--- src/rtl/sdcf_pkg.sv ---
// Shared types, codes and the CRC-7 step for the SD SPI command framer.
`default_nettype none

package sdcf_pkg;

    typedef enum logic [1:0] {
        PH_IDLE = 2'd0,
        PH_SCAN = 2'd1,
        PH_CAPT = 2'd2
    } t_phase;

    typedef logic [1:0] t_kind;

    localparam t_kind KIND_TX      = 2'd0;
    localparam t_kind KIND_RESP    = 2'd1;
    localparam t_kind KIND_TIMEOUT = 2'd2;

    localparam logic OP_START = 1'b0;
    localparam logic OP_RX    = 1'b1;

    localparam logic [1:0] CMD_HDR       = 2'b01;  // start bit 0, transmission bit 1
    localparam logic [6:0] CRC7_POLY     = 7'h09;  // x^7 + x^3 + 1
    localparam logic [7:0] LIMIT_RESET   = 8'd10;
    localparam logic [2:0] TX_LAST_IDX   = 3'd5;   // CRC byte is the sixth
    localparam logic [2:0] LEN_RESET     = 3'd1;

    // One byte through CRC-7, MSB first.
    function automatic logic [6:0] crc7_byte(input logic [6:0] crc_in, input logic [7:0] b);
        logic [6:0] c;
        logic       fb;
        c = crc_in;
        for (int k = 7; k >= 0; k--) begin
            fb = c[6] ^ b[k];
            c  = {c[5:0], 1'b0};
            if (fb) begin
                c = c ^ CRC7_POLY;
            end
        end
        return c;
    endfunction

endpackage

`default_nettype wire

--- src/rtl/sdcf_in_if.sv ---
// Command/receive channel: valid/ready handshake with the input item fields.
`default_nettype none

interface sdcf_in_if;
    logic        valid;
    logic        ready;
    logic        operation;
    logic [5:0]  command_index;
    logic [31:0] argument;
    logic [2:0]  response_length;
    logic [7:0]  rx_byte;

    modport source (output valid, output operation, output command_index,
                    output argument, output response_length, output rx_byte,
                    input ready);
    modport sink   (input valid, input operation, input command_index,
                    input argument, input response_length, input rx_byte,
                    output ready);
endinterface

`default_nettype wire

--- src/rtl/sdcf_out_if.sv ---
// Result channel: valid/ready handshake with the result item fields.
`default_nettype none

interface sdcf_out_if;
    logic       valid;
    logic       ready;
    logic [1:0] kind;
    logic [7:0] data_byte;
    logic       last;

    modport source (output valid, output kind, output data_byte, output last,
                    input ready);
    modport sink   (input valid, input kind, input data_byte, input last,
                    output ready);
endinterface

`default_nettype wire

--- src/rtl/sd_spi_command_framer_unit.sv ---
// Top level: SD SPI-mode command framer with CRC-7 and response capture.
// A received byte that yields a result has it in the output register in the cycle after acceptance.
// Throughput: one received byte per cycle, limited by the single output register and held off while a frame goes out.
// A start taken while idle blocks input while the frame emitter drives the six transmit
// bytes, one per cycle while the result register is free, the first after the emitter goes active.
// Reset (synchronous, active low) returns to idle, limit 10, output empty.
`default_nettype none

module sd_spi_command_framer_unit
    import sdcf_pkg::*;
#(
    parameter int MAX_RESPONSE_BYTES = 5
) (
    input  wire        i_clk,
    input  wire        i_rst_n,
    sdcf_in_if.sink    i_cmd,
    sdcf_out_if.source o_res,
    input  wire        i_cfg_we,
    input  wire [7:0]  i_cfg_data
);

    // response_length is a 3-bit field, so the clamp never needs more than 7
    localparam int         LEN_CLAMP = (MAX_RESPONSE_BYTES > 7) ? 7 : MAX_RESPONSE_BYTES;
    localparam logic [2:0] LEN_MAX   = 3'(LEN_CLAMP);

    // configuration and response tracking
    logic [7:0]  r_limit;
    t_phase      r_phase,     n_phase;
    logic [7:0]  r_attempts,  n_attempts;
    logic [2:0]  r_bytes_left, n_bytes_left;
    logic [2:0]  r_exp_len,   n_exp_len;

    // frame emitter: 40-bit shift of header+argument, running CRC, byte count
    logic        r_tx_active, n_tx_active;
    logic [2:0]  r_tx_cnt,    n_tx_cnt;
    logic [39:0] r_tx_sh,     n_tx_sh;
    logic [6:0]  r_crc,       n_crc;

    // result register
    logic        r_out_valid, n_out_valid;
    t_kind       r_out_kind,  n_out_kind;
    logic [7:0]  r_out_data,  n_out_data;
    logic        r_out_last,  n_out_last;

    logic        out_free;
    logic        in_acc;
    logic [7:0]  tx_byte;
    logic [7:0]  lim;
    logic [7:0]  att_inc;
    logic [2:0]  len_in;
    logic [2:0]  bl_dec;

    // The result register frees up when empty or when its transaction completes.
    assign out_free    = !r_out_valid || o_res.ready;
    // Input waits while a frame is still going out.
    assign i_cmd.ready = !r_tx_active && out_free;
    assign in_acc      = i_cmd.valid && i_cmd.ready;

    // Sixth frame byte is the CRC with the end bit; earlier ones come off the shifter.
    assign tx_byte = (r_tx_cnt == TX_LAST_IDX) ? {r_crc, 1'b1} : r_tx_sh[39:32];

    // A limit of zero acts as one.
    assign lim     = (r_limit == 8'd0) ? 8'd1 : r_limit;
    assign att_inc = r_attempts + 8'd1;

    always_comb begin
        if (i_cmd.response_length == 3'd0) begin
            len_in = 3'd1;
        end else if (i_cmd.response_length > LEN_MAX) begin
            len_in = LEN_MAX;
        end else begin
            len_in = i_cmd.response_length;
        end
    end

    assign bl_dec = (r_bytes_left != 3'd0) ? (r_bytes_left - 3'd1) : r_bytes_left;

    always_comb begin
        n_phase      = r_phase;
        n_attempts   = r_attempts;
        n_bytes_left = r_bytes_left;
        n_exp_len    = r_exp_len;
        n_tx_active  = r_tx_active;
        n_tx_cnt     = r_tx_cnt;
        n_tx_sh      = r_tx_sh;
        n_crc        = r_crc;
        n_out_valid  = r_out_valid && !o_res.ready;
        n_out_kind   = r_out_kind;
        n_out_data   = r_out_data;
        n_out_last   = r_out_last;

        if (r_tx_active && out_free) begin
            n_out_valid = 1'b1;
            n_out_kind  = KIND_TX;
            n_out_data  = tx_byte;
            n_out_last  = (r_tx_cnt == TX_LAST_IDX);
            n_tx_sh     = {r_tx_sh[31:0], 8'd0};
            n_crc       = crc7_byte(r_crc, tx_byte);
            n_tx_cnt    = r_tx_cnt + 3'd1;
            if (r_tx_cnt == TX_LAST_IDX) begin
                n_tx_active = 1'b0;
            end
        end

        if (in_acc) begin
            if (i_cmd.operation == OP_START) begin
                // start while a response is pending is dropped
                if (r_phase != PH_SCAN && r_phase != PH_CAPT) begin
                    n_tx_active  = 1'b1;
                    n_tx_cnt     = 3'd0;
                    n_tx_sh      = {CMD_HDR, i_cmd.command_index, i_cmd.argument};
                    n_crc        = 7'd0;
                    n_exp_len    = len_in;
                    n_attempts   = 8'd0;
                    n_bytes_left = 3'd0;
                    n_phase      = PH_SCAN;
                end
            end else begin
                unique case (r_phase)
                    PH_SCAN: begin
                        if (i_cmd.rx_byte[7]) begin
                            n_attempts = att_inc;
                            if (att_inc >= lim) begin
                                n_out_valid = 1'b1;
                                n_out_kind  = KIND_TIMEOUT;
                                n_out_data  = 8'd0;
                                n_out_last  = 1'b1;
                                n_phase     = PH_IDLE;
                            end
                        end else begin
                            n_out_valid = 1'b1;
                            n_out_kind  = KIND_RESP;
                            n_out_data  = i_cmd.rx_byte;
                            if (r_exp_len <= 3'd1) begin
                                n_out_last = 1'b1;
                                n_phase    = PH_IDLE;
                            end else begin
                                n_out_last   = 1'b0;
                                n_bytes_left = r_exp_len - 3'd1;
                                n_phase      = PH_CAPT;
                            end
                        end
                    end
                    PH_CAPT: begin
                        n_bytes_left = bl_dec;
                        n_out_valid  = 1'b1;
                        n_out_kind   = KIND_RESP;
                        n_out_data   = i_cmd.rx_byte;
                        n_out_last   = (bl_dec == 3'd0);
                        if (bl_dec == 3'd0) begin
                            n_phase = PH_IDLE;
                        end
                    end
                    default: begin
                        // byte while idle: dropped
                    end
                endcase
            end
        end
    end

    always_ff @(posedge i_clk) begin
        if (!i_rst_n) begin
            r_limit      <= LIMIT_RESET;
            r_phase      <= PH_IDLE;
            r_attempts   <= 8'd0;
            r_bytes_left <= 3'd0;
            r_exp_len    <= LEN_RESET;
            r_tx_active  <= 1'b0;
            r_tx_cnt     <= 3'd0;
            r_out_valid  <= 1'b0;
        end else begin
            if (i_cfg_we) begin
                r_limit <= i_cfg_data;
            end
            r_phase      <= n_phase;
            r_attempts   <= n_attempts;
            r_bytes_left <= n_bytes_left;
            r_exp_len    <= n_exp_len;
            r_tx_active  <= n_tx_active;
            r_tx_cnt     <= n_tx_cnt;
            r_out_valid  <= n_out_valid;
        end
    end

    // payload registers, no reset
    always_ff @(posedge i_clk) begin
        r_tx_sh    <= n_tx_sh;
        r_crc      <= n_crc;
        r_out_kind <= n_out_kind;
        r_out_data <= n_out_data;
        r_out_last <= n_out_last;
    end

    assign o_res.valid     = r_out_valid;
    assign o_res.kind      = r_out_kind;
    assign o_res.data_byte = r_out_data;
    assign o_res.last      = r_out_last;

endmodule

`default_nettype wire

--- src/flat_wrapper.sv ---
// flat-port wrapper written by rule: the top's interface ports become plain ports
module sd_spi_command_framer_unit_flat import sdcf_pkg::*;
#(
    parameter int MAX_RESPONSE_BYTES = 5
)
  (i_clk, i_rst_n, i_cfg_we, i_cfg_data, i_cmd_valid, i_cmd_operation, i_cmd_command_index, i_cmd_argument, i_cmd_response_length, i_cmd_rx_byte, i_cmd_ready, o_res_valid, o_res_kind, o_res_data_byte, o_res_last, o_res_ready);
  sdcf_in_if i_cmd_i ();
  sdcf_out_if o_res_i ();
  input  wire i_clk;
  input  wire i_rst_n;
  input  wire i_cfg_we;
  input  wire [7:0] i_cfg_data;
  input wire logic [$bits(i_cmd_i.valid)-1:0] i_cmd_valid;
  input wire logic [$bits(i_cmd_i.operation)-1:0] i_cmd_operation;
  input wire logic [$bits(i_cmd_i.command_index)-1:0] i_cmd_command_index;
  input wire logic [$bits(i_cmd_i.argument)-1:0] i_cmd_argument;
  input wire logic [$bits(i_cmd_i.response_length)-1:0] i_cmd_response_length;
  input wire logic [$bits(i_cmd_i.rx_byte)-1:0] i_cmd_rx_byte;
  output wire logic [$bits(i_cmd_i.ready)-1:0] i_cmd_ready;
  output wire logic [$bits(o_res_i.valid)-1:0] o_res_valid;
  output wire logic [$bits(o_res_i.kind)-1:0] o_res_kind;
  output wire logic [$bits(o_res_i.data_byte)-1:0] o_res_data_byte;
  output wire logic [$bits(o_res_i.last)-1:0] o_res_last;
  input wire logic [$bits(o_res_i.ready)-1:0] o_res_ready;
  assign i_cmd_i.valid = i_cmd_valid;
  assign i_cmd_i.operation = i_cmd_operation;
  assign i_cmd_i.command_index = i_cmd_command_index;
  assign i_cmd_i.argument = i_cmd_argument;
  assign i_cmd_i.response_length = i_cmd_response_length;
  assign i_cmd_i.rx_byte = i_cmd_rx_byte;
  assign i_cmd_ready = i_cmd_i.ready;
  assign o_res_valid = o_res_i.valid;
  assign o_res_kind = o_res_i.kind;
  assign o_res_data_byte = o_res_i.data_byte;
  assign o_res_last = o_res_i.last;
  assign o_res_i.ready = o_res_ready;
  sd_spi_command_framer_unit #(.MAX_RESPONSE_BYTES(MAX_RESPONSE_BYTES)) u_core (.i_clk(i_clk), .i_rst_n(i_rst_n), .i_cmd(i_cmd_i), .o_res(o_res_i), .i_cfg_we(i_cfg_we), .i_cfg_data(i_cfg_data));
endmodule
--- config.mk ---
export PLATFORM = sky130hd
export DESIGN_NAME = sd_spi_command_framer_unit_flat
export DESIGN_NICKNAME = d
export VERILOG_FILES = /design/src/rtl/sdcf_pkg.sv /design/src/rtl/sdcf_in_if.sv /design/src/rtl/sdcf_out_if.sv /design/src/rtl/sd_spi_command_framer_unit.sv /design/src/flat_wrapper.sv
export SDC_FILE = /design/constraint.sdc
export NUM_CORES = 1
export LEC_CHECK = 0
export BUFFER_PORTS_ARGS = -buffer_cell sky130_fd_sc_hd__buf_2
export CORE_ASPECT_RATIO = 1.4
export CORE_MARGIN = 2
export CORE_UTILIZATION = 40
export DETAILED_ROUTE_END_ITERATION = 10
export HOLD_SLACK_MARGIN = 0.08
export PLACE_DENSITY_LB_ADDON = 0.08
export SLEW_MARGIN = 20
export SYNTH_ARGS = -nofsm -noshare
export SYNTH_HDL_FRONTEND = slang
export SYNTH_SLANG_ARGS = --single-unit
--- constraint.sdc ---
create_clock -name i_clk -period 3.11 [get_ports i_clk]
set_input_delay 0.4665 -clock i_clk [delete_from_list [all_inputs] [get_ports i_clk]]
set_output_delay 0.4665 -clock i_clk [all_outputs]
set_load 0.05 [all_outputs]
==> results.cfg, run 1 <==
[synth]
synthArstFlopShare_pct = 0
ys_types = 64
avgSynthCellArea_um2 = 8.26
synth_area_mm2 = 0.00429
yosysSeqAreaShare_pct = 40.6
syn-num-nets = 599
synth_edf_count = 0
syn-instance-count = 519
synth_flop_cell = dfxtp_1
yosysWarnings = 0
ys_ff_latch = 87

[die]
dieArea_mm2 = 0.0116
ios = 76
num_rows = 44
core-area_mm2 = 0.0104
die_y_um = 126
die_w_um = 91.5
initial_core_util_pct = 41.2

[layout]
drive_above_1_share_pct = 19.8
fin_nets = 660
layout_common_cells = nand2_1, dfxtp_1, buf_2
final_common_cell = nand2_1
area.growth.synth_to_final_pct = 18.5
n_antenna_cell = 0
fillCellCount = 1046

[sta]
tns_ns = 0
final_hold_viol_count = 0
finalWorstPathRequiredPeriod_ns = 2.60
min_period_over_period_pct = 83.7
clock_skew_ns = 0.00486
slew_headroom_pct = 47.3
slew_violations = 0
setup_viol = 0
worst_pin_slew_ns = 0.788
hold_slack_ns = 0.307
fmax_mhz = 384
rsz0062_at_grt = no

[min_path]
whs_endpoint = u_core.r_tx_sh[5]$_DFF_P_
hold_path.class = input port to flop
hold_depth = 3
holdCritStartpoint = i_cmd_argument[5]

[worst_setup_path]
required_ns = 3.34
critPathMaxStageDelay_ns = 0.49
r2r-end = u_core.r_phase[0]$_SDFFE_PN0P_
cp_num_buf_inv = 0
r2r-start = u_core.r_attempts[0]$_SDFFE_PN0P_
rr_worst_depth = 9
critPathKind = flop to flop
critical_path.max_fanout = 7
cp-start-kind = flop
crit_chain = ha_1 -> nand3_1 -> xnor2_1 -> ha_1 -> and3_1 -> o211ai_1 -> o311ai_2 -> o21ai_2 -> a31o_1
critPathCaptureType = flop
crit_top_cell = ha_1
critPathArrivalTime_ns = 2.83
cp_slowest_cell = o311ai_2
cpLargestDelayFamily = compound AO/OA/AOI/OAI gates
reg2reg_setup_slack_ns = 0.51

[pwr]
power_switching_mw = 1.23
pwr_density_cell_mw_per_mm2 = 756
seqPwrFrac_pct = 40.5
power.share.combinational_pct = 28.9
p_sw_share_pct = 32.0
power.static_leakage_nw = 2.30
power.share.clock_pct = 30.5
ir_worst_vdd_v = 0.000325
p_int_mw = 2.61

[grt]
antenna_found_initial = 0
grt_usage_pct = 17.7
overflow = 0
grt_max_degree = 71
grt_pass1_wl_um = 16600
grt_pass1_vias = 3606

[clock_network]
worstSkewPairLatency_ns = 0.34
cts_sinks = 87
cts_root_buf = clkbuf_16
cts_tree = done
cts_setup_buffers = 0
numCtsBuffers = 9
cts.htree.levels = 3
clockBufferDepth = 2
holdBufCountCts = 0
cts.clk_slew.worst_paths_ns = 0.06
ctsResizeCount = 0

[drt]
ant_nets = 0
drt_iter0_drc = 118
num_vias = 3781
drt_first_pass_iters = 5
wirelength_um = 10000
vias_per_cell = 5.23
drcViolationCount = 0
wl_per_cell_um = 13.8

[status]
outcome = finished clean

[placement]
port-buffer-count = 75
gp_congestion = 0.814
hpwlAfterDp_um = 7200

[job]
drv_cap = 0
[flip-flops by register name (all words and copies together) (netlist names), 2 cells and up]
signal                  flops
u_core.r_tx_sh             40
u_core.o_res.data_byte      8
u_core.r_attempts           8
u_core.r_limit              8
u_core.r_crc                7
u_core.r_bytes_left         3
u_core.r_exp_len            3
u_core.r_tx_cnt             3
u_core.o_res.kind           2
u_core.r_phase              2
[worst max path at each step]
| stage | from | end | slack [ns] | cells after the start |
|---|---|---|---|---|
| after floorplan | u_core.r_attempts[0]$_SDFFE_PN0P_ | u_core.o_res.kind[0]$_DFF_P_ | 0.81 | 9 |
| after detailed placement | u_core.r_attempts[0]$_SDFFE_PN0P_ | u_core.r_phase[0]$_SDFFE_PN0P_ | 0.55 | 9 |
| after global routing | u_core.r_attempts[0]$_SDFFE_PN0P_ | u_core.r_phase[1]$_SDFFE_PN0P_ | 0.28 | 9 |
| after CTS | u_core.r_attempts[0]$_SDFFE_PN0P_ | u_core.r_phase[0]$_SDFFE_PN0P_ | 0.53 | 9 |
| final | u_core.r_attempts[0]$_SDFFE_PN0P_ | u_core.r_phase[0]$_SDFFE_PN0P_ | 0.51 | 9 |
| after global placement | u_core.r_attempts[0]$_SDFFE_PN0P_ | u_core.r_phase[0]$_SDFFE_PN0P_ | 0.62 | 9 |
[power groups by stage]
stage	Clock [mW]	Combinational, mW	Sequential, mW
2_1_floorplan	0	0.744	1.71
3_3_place_gp	0	1.10	1.58
3_5_place_dp	0	1.11	1.58
4_1_cts	1.20	1.12	1.56
5_1_grt	1.25	1.23	1.59
6_report	1.17	1.11	1.56
[through the flow]
step	area [um2]	util [%]	std cells	setup WS (ns)	power [mW]
2_1_floorplan	4290	-	519	0.813	2.45
3_3_place_gp	4750	45.7	707	0.623	2.68
3_5_place_dp	4750	45.7	707	0.548	2.70
4_1_cts	5080	48.8	723	0.534	3.88
5_1_grt	5080	48.8	723	0.283	4.07
6_report	5080	48.8	723	0.508	3.84
[synth_stat cells (8+ instances only)]
master    number  area, um2
nand3_1       19       95.1
xnor2_1       20        175
ha_1          17        213
o21ai_0       18       90.1
clkbuf_1      16       60.1
inv_1         20       75.1
a21oi_1       18       90.1
nand2_1      112        420
dfxtp_1       87       1740
mux2i_1       16        160
a31oi_1       33        206
buf_2          8       40.0
o211ai_1       8       60.1
nor2_1        51        191
[layout make-up]
type                    count  area (um2)  share of cell area (%)
multi-input cells         382        2340                    46.1
repair buffers             80         425                    8.37
clock inverters             3        65.1                    1.28
inverters                  20        75.1                    1.48
clock buffers              13         260                    5.12
flip-flops and latches     87        1740                    34.3
well taps                 138         173                    3.40
[worst min-delay path: stages]
cell	delay (ns)
buf_2	0.07
nand2_1	0.04
nand2_1	0.04
[metal layers]
metal  vias to the layer above  GRT usage, %  share of wire, %
met2                        86          30.1                49
li1                       1915             -                 -
met1                      1759          21.4                45
met4                         0          7.75               2.6
met5                         -             0                 0
met3                        21          3.62               4.3
[kinds of logic (layout without fill, tap and decap cells)]
group           Yosys count  after routing  synth area share (%)
xor+xnor                 27             27                  5.52
compound gates          111            111                  18.1
mux                      17             17                  4.00
fa+ha+maj                17             17                  4.96
flops                    87             87                  40.6
simple gates            210            210                  21.9
buf+inv                  50            116                  4.87
Power figures use the tool's default switching activity.
==> run 2, diff against run 1 <==
==> constraint.sdc (replaced) <==
create_clock -name i_clk -period 2.2 [get_ports i_clk]
set_input_delay 0.33 -clock i_clk [delete_from_list [all_inputs] [get_ports i_clk]]
set_output_delay 0.33 -clock i_clk [all_outputs]
set_load 0.05 [all_outputs]
==> results.cfg, run 2 (synthesis results as in run 1) <==
[status]
outcome = complete, but fails checks
violations = negative setup slack

[sta]
hold_slack_ns = 0.171
rsz0062_at_grt = yes
min_period_over_period_pct = 109
clock_skew_ns = 0.00711
fmax_mhz = 416
slew_violations = 0
final_hold_viol_count = 0
finalWorstSetupSlack_ns = -0.203
setup_viol = 14
slew_headroom_pct = 60.6
tns_ns = -2.26
worst_pin_slew_ns = 0.590
finalWorstPathRequiredPeriod_ns = 2.40

[layout]
layout_common_cells = nand2_1, dfxtp_1, buf_2
largest_register_ffs = 40
largest_register = u_core.r_tx_sh
finalInstanceArea_mm2 = 0.00548
n_antenna_cell = 0
drive_above_1_share_pct = 26.7
fin_nets = 693
area.growth.synth_to_final_pct = 27.8
fin_util_pct = 52.6
final_common_cell = nand2_1
fin_cells = 756

[placement]
place_inst = 738
port-buffer-count = 75
place_area_mm2 = 0.00502
dp_slack_ns = -0.301
hpwlAfterDp_um = 7670
gp_congestion = 0.831

[grt]
grt_pass1_vias = 3725
grt_pass1_wl_um = 17300
antenna_found_initial = 0
grt_max_degree = 43
overflow = 0
grt_usage_pct = 18.7

[die]
die_w_um = 91.5
dieArea_mm2 = 0.0116
initial_core_util_pct = 41.2
ios = 76
die_y_um = 126
num_rows = 44
core-area_mm2 = 0.0104

[worst_setup_path]
critPathCaptureType = flop
rr_worst_depth = 10
critPathArrivalTime_ns = 2.69
reg2reg_setup_slack_ns = -0.20
cp-start-kind = flop
r2r-start = u_core.r_attempts[1]$_SDFFE_PN0P_
required_ns = 2.49
crit_start = u_core.r_attempts[1]$_SDFFE_PN0P_
critPathKind = flop to flop
r2r-end = u_core.o_res.data_byte[2]$_DFF_P_
critical_path.max_fanout = 8
endpoint = u_core.o_res.data_byte[2]$_DFF_P_

[min_path]
hold_path.class = input port to flop
hold_depth = 3

[drt]
wirelength_um = 10600
drcViolationCount = 0
met3_length_um = 434
wl_met1_um = 4560
drt_first_pass_iters = 4
route.met2.wl_um = 5420
ant_nets = 0
top_layer_used = met4
wl_per_cell_um = 14.1
vias_per_cell = 5.17
num_vias = 3910
drt_iter0_drc = 127

[pwr]
pwr_density_cell_mw_per_mm2 = 1030
power.static_leakage_nw = 2.51
power.total_mw = 5.64
ir_worst_vdd_v = 0.000427

[clock_network]
numCtsBuffers = 9
cts_root_buf = clkbuf_16
cts.clk_slew.worst_paths_ns = 0.07
holdBufCountCts = 0
cts_tree = done
worstSkewPairLatency_ns = 0.34
clockBufferDepth = 2
cts_sinks = 87
cts.htree.levels = 3

[job]
drv_cap = 0
-- run 2: changes by cell type in the layout (fill, tap and decap cells not counted), moves of 2 or more --
cell and delta:
and3_1 -4, and3_4 +4, dfxtp_2 +4, clkbuf_1 -2
o21ai_1 +2, clkbuf_8 -2, buf_4 +31, buf_12 +2
inv_6 +4, o21ai_0 -2, dfxtp_1 -5
-- run 2: worst min-delay path by stage --
stage                                 to                 startpoint
5_1_grt        u_core.r_tx_sh[5]$_DFF_P_          i_cmd_argument[5]
6_report       u_core.r_tx_sh[5]$_DFF_P_          i_cmd_argument[5]
2_1_floorplan  u_core.r_tx_sh[0]$_DFF_P_          i_cmd_argument[0]
3_3_place_gp   u_core.r_tx_sh[0]$_DFF_P_  u_core.r_tx_sh[0]$_DFF_P_
4_1_cts        u_core.r_tx_sh[3]$_DFF_P_          i_cmd_argument[3]
3_5_place_dp   u_core.r_tx_sh[7]$_DFF_P_  u_core.r_tx_sh[7]$_DFF_P_
-- run 2: repair_timing --
item | 4_1_cts | 5_1_grt
resized for setup | 8 | 7
pin swaps | 7 | 11
setup endpoints to repair | 14 | 14
setup buffers | 1 | 2
-- run 2: metal layers --
layer | vias to the layer above | GRT usage (%)
met3 | 19 | 4.33
met1 | 1827 | 22.4
li1 | 1980 | -
met5 | - | 0
met2 | 84 | 32.7
met4 | 0 | 6.68
-- run 2: power by group --
group          switching (mW)  internal, mW  total, mW
clock                   0.675          1.13       1.80
sequential              0.244          1.96       2.20
combinational           0.921         0.717       1.64
-- run 2: cell type report --
type | count | area, um2
fillers | 1002 | 4930
multi-input cells | 382 | 2430
flip-flops and latches | 87 | 1750
repair buffers | 113 | 698
clock buffers | 9 | 225
well taps | 138 | 173
clock inverters | 7 | 125
inverters | 20 | 75.1
-- run 2: critical path, cell delays in order, from the launching register on --
cell and delay [ns]:
dfxtp_2 0.34, and3_4 0.16, and3_4 0.18, xor2_2 0.18, ha_1 0.32, and3_4 0.19, a221oi_4 0.29, buf_4 0.17
o31ai_4 0.09, o21ai_4 0.27, a22o_1 0.17
==> run 3, diff against run 2 <==
--- a/config.mk
+++ b/config.mk
@@ -12,7 +12,7 @@
 export DETAILED_ROUTE_END_ITERATION = 10
 export HOLD_SLACK_MARGIN = 0.08
 export PLACE_DENSITY_LB_ADDON = 0.08
-export SLEW_MARGIN = 20
+export SETUP_SLACK_MARGIN = 0.5
 export SYNTH_ARGS = -nofsm -noshare
 export SYNTH_HDL_FRONTEND = slang
 export SYNTH_SLANG_ARGS = --single-unit
==> results.cfg, run 3 (synthesis results as in run 1) <==
[min_path]
whs_endpoint = u_core.r_tx_sh[3]$_DFF_P_
holdCritStartpoint = i_cmd_argument[3]
hold_path.class = input port to flop
hold_depth = 3

[layout]
fin_cells = 772
layout_common_cells = nand2_1, dfxtp_1, buf_2
largest_register_ffs = 40
fin_nets = 709
n_antenna_cell = 0
largest_register = u_core.r_tx_sh
final_common_cell = nand2_1
area.growth.synth_to_final_pct = 37.2
drive_above_1_share_pct = 35.3

[clock_network]
cts_sinks = 87
clockBufferDepth = 2
cts_tree = done
cts_root_buf = clkbuf_16
cts.clk_slew.worst_paths_ns = 0.06
cts.htree.levels = 3
numCtsBuffers = 9
worstSkewPairLatency_ns = 0.34

[worst_setup_path]
critical_path.max_fanout = 3
crit_start = u_core.r_attempts[4]$_SDFFE_PN0P_
required_ns = 2.43
critPathCaptureType = flop
critPathArrivalTime_ns = 2.63
r2r-start = u_core.r_attempts[4]$_SDFFE_PN0P_
reg2reg_setup_slack_ns = -0.20
r2r-end = u_core.o_res.kind[0]$_DFF_P_
critPathKind = flop to flop
cp-start-kind = flop
rr_worst_depth = 10

[drt]
drcViolationCount = 0
ant_nets = 0
drt_iter0_drc = 151
wl_per_cell_um = 14.9
vias_per_cell = 5.14
wirelength_um = 11500
num_vias = 3965
drt_first_pass_iters = 5

[grt]
grt_usage_pct = 18.8
grtUsageMet1_pct = 21.8
grt.busiest_layer = met2
met3_usage_pct = 4.99
grt_pass1_wl_um = 17500
grt_max_degree = 39
grt_pass1_vias = 3762
overflow = 0
antenna_found_initial = 0
use_met2_pct = 33.7

[job]
drv_cap = 0

[die]
num_rows = 44
initial_core_util_pct = 41.2
die_y_um = 126
die_w_um = 91.5
ios = 76
dieArea_mm2 = 0.0116
core-area_mm2 = 0.0104

[placement]
gp_congestion = 0.896
place_inst = 737
port-buffer-count = 75
hpwlAfterDp_um = 8010
dp_slack_ns = -0.203

[pwr]
p_int_mw = 3.70
power.static_leakage_nw = 2.66
ir_worst_vdd_v = 0.000529
p_sw_share_pct = 33.2
power.share.clock_pct = 27.9
power_switching_mw = 1.84
seqPwrFrac_pct = 40.0
pwr_density_cell_mw_per_mm2 = 942
power.share.combinational_pct = 32.1

[sta]
fmax_mhz = 416
worst_pin_slew_ns = 0.675
finalWorstSetupSlack_ns = -0.203
slew_headroom_pct = 54.7
min_period_over_period_pct = 109
clock_skew_ns = 0.00623
finalWorstPathRequiredPeriod_ns = 2.40
final_hold_viol_count = 0
slew_violations = 0
setup_viol = 14
rsz0062_at_grt = yes

[status]
violations = negative setup slack
outcome = complete, but fails checks
-- run 3: critical path, cell delays in order, from the launching register on --
cell and delay (ns):
dfxtp_2 0.32, and3_4 0.18, and3_4 0.17, xor2_2 0.17, ha_1 0.31, and3_4 0.21
o211ai_1 0.20, o31ai_4 0.32, buf_4 0.17, o21ai_2 0.04, a31o_2 0.20
-- run 3: layout make-up --
class | count | area (um2)
fill | 969 | 4520
multi-input combinational | 382 | 2610
sequential | 87 | 1760
timing repair buffer | 129 | 962
clock buffer | 11 | 253
tap | 138 | 173
inverter | 20 | 75.1
clock inverter | 5 | 56.3
-- run 3: what timing repair did --
item	CTS	global route
hold buffers	0	0
buffers inserted	3	10
cloned	0	6
pin swaps	15	20
gates resized for setup	9	64
hold endpoints to repair	0	0
setup endpoints to repair	63	67
-- run 3: per-layer routing --
metal	wire [um]	vias up
met2	6130	77
met3	438	10
met4	136	0
met1	4780	1857
met5	0	-
li1	-	2021
-- run 3: worst max-delay path by stage --
| stage | slack (ns) | endpoint |
|---|---|---|
| 2_1_floorplan | 0.02 | u_core.o_res.kind[0]$_DFF_P_ |
| 3_3_place_gp | -0.11 | u_core.o_res.data_byte[1]$_DFF_P_ |
| 3_5_place_dp | -0.20 | u_core.o_res.data_byte[4]$_DFF_P_ |
| 4_1_cts | -0.16 | u_core.r_phase[0]$_SDFFE_PN0P_ |
| 5_1_grt | -0.29 | u_core.o_res.data_byte[6]$_DFF_P_ |
| 6_report | -0.20 | u_core.o_res.kind[0]$_DFF_P_ |
-- run 3: through the flow --
step / TNS [ns] / instance area [um2] / hold WS, ns / power [mW] / utilization (%)
floorplan: 0 / 4330 / 0.429 / 3.47 / -
global placement: -1.06 / 5050 / 0.445 / 3.86 / 48.6
detailed placement: -2.18 / 5050 / 0.446 / 3.89 / 48.6
CTS: -1.90 / 5440 / 0.166 / 5.48 / 52.3
global route: -3.58 / 5880 / 0.184 / 5.87 / 56.5
finish: -2.39 / 5880 / 0.186 / 5.54 / 56.5
-- run 3: power groups by stage --
stage	clock network (mW)	registers, mW	logic [mW]
2_1_floorplan	0	2.41	1.06
3_3_place_gp	0	2.24	1.62
3_5_place_dp	0	2.24	1.64
4_1_cts	1.60	2.21	1.67
5_1_grt	1.65	2.26	1.96
6_report	1.55	2.22	1.78
